**config.mk**
```make
export PLATFORM = sky130hd
export DESIGN_NAME = lz77bd_ctrl
export DESIGN_NICKNAME = d
export VERILOG_FILES = /design/src/hdl/lz77bd_pkg.sv /design/src/hdl/lz77bd_ctrl.sv
export SDC_FILE = /design/constraint.sdc
export NUM_CORES = 1
export LEC_CHECK = 0
export BUFFER_PORTS_ARGS = -buffer_cell sky130_fd_sc_hd__buf_2
export CAP_MARGIN = 30
export CORE_UTILIZATION = 55
export DETAILED_ROUTE_END_ITERATION = 10
export PLACE_DENSITY = 0.73
export SYNTH_ARGS = -nofsm -noshare
export SYNTH_HDL_FRONTEND = slang
export SYNTH_SLANG_ARGS = --single-unit
```
**constraint.sdc**
```tcl
create_clock -name clk -period 3.6 [get_ports clk]
set_input_delay 0.54 -clock clk [delete_from_list [all_inputs] [get_ports clk]]
set_output_delay 0.54 -clock clk [all_outputs]
set_load 0.005 [all_outputs]
```
**src/hdl/lz77bd_pkg.sv**
```systemverilog
`timescale 1ns / 1ps

package lz77bd_pkg;

  localparam logic [4:0]  OPS_PER_DESC = 5'd30;
  localparam logic [5:0]  MATCH_BIAS   = 6'd3;
  localparam logic [13:0] DIST_MASK    = 14'h3FFF;
  localparam logic [3:0]  DIST_BITS    = 4'd14;

  // Commands from the controller to the datapath.
  typedef struct packed {
    logic       clear;     // stream start: drop pointer, count and length
    logic       hdr;       // merge the input byte into the declared length
    logic [1:0] hdr_idx;
    logic       lit;       // emit the input byte
    logic       mstart;    // decode a match word and set up the copy
    logic [1:0] n;
    logic [7:0] mhi;
    logic       rd;        // read one history byte
    logic       wr;        // emit the byte read last
  } dp_cmd_t;

  // Status from the datapath to the controller.
  typedef struct packed {
    logic out_free;
    logic target_zero;
    logic reach;
    logic copy_last;
  } dp_stat_t;

endpackage

```
**src/hdl/lz77bd_ctrl.sv**
```systemverilog
`timescale 1ns / 1ps

module lz77bd_ctrl (
  input  logic                 clk,
  input  logic                 rst_n,
  input  logic                 in_tvalid,
  output logic                 in_tready,
  input  logic [7:0]           in_tdata,
  input  logic                 in_tuser,
  output lz77bd_pkg::dp_cmd_t  cmd,
  input  lz77bd_pkg::dp_stat_t stat
);
  import lz77bd_pkg::*;

  typedef enum logic [2:0] {
    ST_HEADER,
    ST_DESC,
    ST_OP,
    ST_MLO,
    ST_DONE,
    ST_RD,
    ST_WR
  } state_t;

  state_t      state_r, state_nxt, eff_state;
  logic [1:0]  byte_idx_r, byte_idx_nxt, eff_idx;
  logic [31:0] desc_r, desc_nxt;
  logic [4:0]  ops_left_r, ops_left_nxt, ops_dec;
  logic [7:0]  mhi_r, mhi_nxt;
  logic        in_state;
  logic        acc;
  logic        op_is_match;
  state_t      finish_state;

  always_comb begin
    in_state = (state_r == ST_HEADER) || (state_r == ST_DESC) || (state_r == ST_OP) ||
               (state_r == ST_MLO) || (state_r == ST_DONE);
  end

  assign in_tready = in_state && stat.out_free;
  assign acc       = in_tvalid && in_tready;

  // A stream start overrides whatever input phase the parser was in; it is not taken during a match copy.
  assign eff_state   = in_tuser ? ST_HEADER : state_r;
  assign eff_idx     = in_tuser ? 2'd0 : byte_idx_r;
  assign op_is_match = desc_r[5'(ops_left_r + 5'd1)];
  assign ops_dec     = ops_left_r - 5'd1;

  always_comb begin
    if (stat.reach) begin
      finish_state = ST_DONE;
    end else if (ops_dec == 5'd0) begin
      finish_state = ST_DESC;
    end else begin
      finish_state = ST_OP;
    end
  end

  always_comb begin
    state_nxt    = state_r;
    byte_idx_nxt = byte_idx_r;
    desc_nxt     = desc_r;
    ops_left_nxt = ops_left_r;
    mhi_nxt      = mhi_r;
    cmd          = '0;
    cmd.hdr_idx  = eff_idx;
    cmd.n        = desc_r[1:0];
    cmd.mhi      = mhi_r;
    cmd.clear    = acc && in_tuser;
    if (acc) begin
      unique case (eff_state)
        ST_HEADER: begin
          cmd.hdr      = 1'b1;
          byte_idx_nxt = eff_idx + 2'd1;
          if (eff_idx == 2'd3) begin
            desc_nxt  = '0;
            state_nxt = stat.target_zero ? ST_DONE : ST_DESC;
          end else begin
            state_nxt = ST_HEADER;
          end
        end
        ST_DESC: begin
          desc_nxt     = {desc_r[23:0], in_tdata};
          byte_idx_nxt = byte_idx_r + 2'd1;
          if (byte_idx_r == 2'd3) begin
            ops_left_nxt = OPS_PER_DESC;
            state_nxt    = ST_OP;
          end
        end
        ST_OP: begin
          if (!op_is_match) begin
            cmd.lit      = 1'b1;
            ops_left_nxt = ops_dec;
            state_nxt    = finish_state;
          end else begin
            mhi_nxt   = in_tdata;
            state_nxt = ST_MLO;
          end
        end
        ST_MLO: begin
          cmd.mstart = 1'b1;
          state_nxt  = ST_RD;
        end
        default: begin
          state_nxt = ST_DONE;
        end
      endcase
    end else if (state_r == ST_RD) begin
      cmd.rd    = 1'b1;
      state_nxt = ST_WR;
    end else if ((state_r == ST_WR) && stat.out_free) begin
      cmd.wr = 1'b1;
      if (stat.copy_last) begin
        ops_left_nxt = ops_dec;
        state_nxt    = finish_state;
      end else begin
        state_nxt = ST_RD;
      end
    end
  end

  always_ff @(posedge clk) begin
    if (!rst_n) begin
      state_r    <= ST_HEADER;
      byte_idx_r <= '0;
      desc_r     <= '0;
      ops_left_r <= '0;
      mhi_r      <= '0;
    end else begin
      state_r    <= state_nxt;
      byte_idx_r <= byte_idx_nxt;
      desc_r     <= desc_nxt;
      ops_left_r <= ops_left_nxt;
      mhi_r      <= mhi_nxt;
    end
  end

`ifndef NO_ASSERTIONS
  // The copy sequence never takes input.
  a_no_input_in_copy: assert property (@(posedge clk) disable iff (!rst_n)
    (state_r == ST_RD || state_r == ST_WR) |-> !in_tready)
    else $error("input taken during a match copy");

  // A match word always leads straight into a history read.
  a_mstart_to_rd: assert property (@(posedge clk) disable iff (!rst_n)
    cmd.mstart |=> (state_r == ST_RD))
    else $error("match start not followed by a read");

  // Every operation phase has operations left to do.
  a_ops_nonzero: assert property (@(posedge clk) disable iff (!rst_n)
    (state_r == ST_OP || state_r == ST_MLO) |-> (ops_left_r != 5'd0))
    else $error("operation phase with no operations left");
`endif

endmodule

```
==> summary.md <==
| Metric | Value |
|---|---|
| Critical Path Start Type | register |
| Slew margin rel. | 0.6157 |
| Wirelength per Cell | 14.63 um |
| Vias | 2722 |
| 1st-pass router iterations | 4 |
| Clock Tree Root | clkbuf_8 |
| Final period util | 0.9124 |
| Leak | 1.188 nW |
| Port bufs | 34 |
| FMAX | 0.3045 GHz |
| Initial antenna violation count | 0 |
| Core Area | 5172 um2 |
| Ys Warns | 0 |
| Status | completed |
| Worst Tran Pin Value | 0.5756 ns |
| Async set-reset flop share out of synthesis | 0 |
| CP Buf/Inv Count | 3 |
| Yosys top cell by area | dfxtp_1 |
| Total power | 1.169 mW |
| Crit-path max FO | 10 |
| Clk sinks | 50 |
| Final TNS setup | 0 ns |
| Area Growth Syn to Fin | 10.50% |
| Proportion of layout cells with a drive suffix above 1 | 0.1494 |
| Slowest cell on the critical path | dfxtp_1 |
| Total Wirelength | 6.804 mm |
| Synth Net Count | 396 |
| Seq cells post-synth | 50 |
| Clock group share of total power | 0.354 |
| I/O pin count | 35 |
| Part of the power in registers | 0.499 |
| Critical Path AT | 2.74 ns |
| Critical Path Max Stage Delay | 0.45 ns |
| # DRC | 0 |
| CTS hold repair buffers | 0 |
| Largest delay contributor family on the critical path | simple AND/OR/NAND/NOR gates |
| Register area share after synthesis | 0.3346 |
| Clock Latency Late Sink | 0.31 ns |
| Ranking of synthesized cells by area | dfxtp_1 33%, nand3_1 8.2%, nand2_1 8.2% |
| Largest net degree at the start of global routing | 37 |
| Worst VDD drop | 0.3336 mV |
| Row count | 26 |
| P_int | 0.8437 mW |
| H-tree levels | 2 |
| Hpwl dp | 4.731 mm |
| Gpl congestion | 0.8480 |
| First-pass GRT wire length | 11.23 mm |
| Hold WC Path Type | register to register |
| Synthesized area | 2992 um2 |
| Crit path capture type | output pin |
| Crit path cell chain | inv_1, ha_4, buf_4, mux2i_1, nand3_1, nand4_1, nor2_1, nor4_2, and2_1, buf_2 |
| Synth top area share | 0.3346 |
| Crit path kind | register to output pin |
| RSZ-0062 raised after global routing | false |
| Setup crit start | ops_left_r[1] |
| GR Util All Layers | 0.2561 |
| Synth Flop Type | dfxtp_1 |
| Number of global-route vias before repair | 2432 |
| Die Y | 75.75 um |
| Routed vias/inst | 5.854 |
| Die footprint | 5738 um2 |
| Starting Density | 0.5784 |
| PD cells | 353.6 nW/um2 |
| Post-layout util | 0.6391 |
| Number of synthesized flops with an enable pin | 0 |
| Crit path required time | 3.06 ns |
| Max Slew Vio Count | 0 |
| N_diodes | 0 |
| Synth Instances | 377 |
| Starting DRT DRC Count | 170 |
| Clk buf depth | 2 |
| Hold Path Origin | desc_r[27] |
| Clock transition at the registers of the reported paths | 0.10 ns |
| Count of unique library cells instantiated by Yosys | 50 |
| TritonCTS Buffers | 5 |
| Fin crit period | 3.285 ns |
| Top-count cell post-synth | nand2_1 |
| Synthesized area per cell | 7.935 um2 |
| Post-synth top cells | 65 x nand2_1, 50 x dfxtp_1, 49 x nand3_1, 31 x a21boi_0, 21 x mux2i_1 |
| Final Skew | 0.009182 ns |
| Total of max-cap violations | 0 |
| Psw | 0.3250 mW |
| Number of antenna-violating nets in the routed design | 0 |
| # nets final | 413 |
| DIE WIDTH | 75.75 um |
| Total grt overflow | 0 |
| CTS tree | built |
| Combinational share of power | 0.146 |
| Final Hold Fails | 0 |
| Reg2reg start | ops_left_r[0] |
| Sw Ratio | 0.2781 |
| # setup viols final | 0 |
repair_timing:
item                       4_1_cts  5_1_grt
buffers inserted                 0        0
setup endpoints to repair        0        1
gates resized for setup          0        2
worst paths after layout:
| kind | slack (ns) | depth (start not counted) | endpoint |
|---|---|---|---|
| hold reg to reg | 0.46 | 2 | desc_r[27] |
| setup reg to reg | 0.82 | 9 | ops_left_r[2] |
| setup / recovery | 0.32 | 10 | cmd[13] |
| hold / removal | 0.46 | 2 | desc_r[27] |
power by group through the flow:
stage / sequential [mW] / combinational (mW) / clock (mW)
after floorplan: 0.580 / 0.141 / 0
after global placement: 0.596 / 0.162 / 0
after detailed placement: 0.596 / 0.165 / 0
after CTS: 0.583 / 0.166 / 0.420
after global routing: 0.586 / 0.189 / 0.437
final: 0.584 / 0.171 / 0.414
cell families after synthesis:
family,after synthesis,synth area share
compound gates,90,0.2104
xor+xnor,4,0.01422
fa+ha+maj,3,0.01255
buf+inv,41,0.06399
flops,50,0.3346
mux,23,0.08658
simple gates,166,0.2777
placed cells by master, fill, tap and decap left out, drive strengths merged, types with 6 or more instances in the layout:
| cell | n |
|---|---|
| nor2 | 17 |
| nand2 | 65 |
| a21boi | 34 |
| a21oi | 16 |
| inv | 10 |
| dfxtp | 50 |
| mux2i | 21 |
| a2111oi | 6 |
| buf | 42 |
| o21ai | 14 |
| nor3 | 6 |
| nand3 | 49 |
flip-flops by register name (all words and copies together), names as in the netlist:
name and count:
byte_idx_r 2, desc_r 32, mhi_r 8, ops_left_r 5, state_r 3
worst register-to-register path: stages (launching register included):
cell,delay (ns)
dfxtp_1,0.33
buf_4,0.19
ha_1,0.33
xnor2_2,0.36
a2111oi_0,0.14
a2111oi_1,0.46
nor4_2,0.10
buf_4,0.20
a2111oi_0,0.44
a311oi_1,0.09
per-layer routing:
| metal | global-route usage | share of wire | vias to the layer above |
|---|---|---|---|
| met2 | 0.4366 | 0.48 | 50 |
| li1 | - | - | 1374 |
| met1 | 0.3230 | 0.47 | 1284 |
| met3 | 0.04894 | 0.032 | 14 |
| met5 | 0 | 0 | - |
| met4 | 0.08848 | 0.020 | 0 |
layout make-up:
cell class / instances / area (um2)
Clock buffer: 5 / 68.82
Fill cell: 466 / 1867
Multi-Input combinational cell: 286 / 1817
Sequential cell: 50 / 1001
Inverter: 9 / 33.78
Tap cell: 70 / 87.58
Clock inverter: 3 / 47.55
Timing Repair Buffer: 42 / 250.2
metrics by stage:
| step | area, um2 | hold slack, ns | setup WS (ns) | std cells |
|---|---|---|---|---|
| after floorplan | 2992 | 0.4276 | 0.8757 | 377 |
| after global placement | 3149 | 0.4426 | 0.6173 | 456 |
| after detailed placement | 3177 | 0.4497 | 0.5221 | 457 |
| after CTS | 3293 | 0.4634 | 0.1504 | 465 |
| after global routing | 3306 | 0.4859 | 0.08637 | 465 |
| final | 3306 | 0.4600 | 0.3155 | 465 |
(Power assumes the default switching activity.)
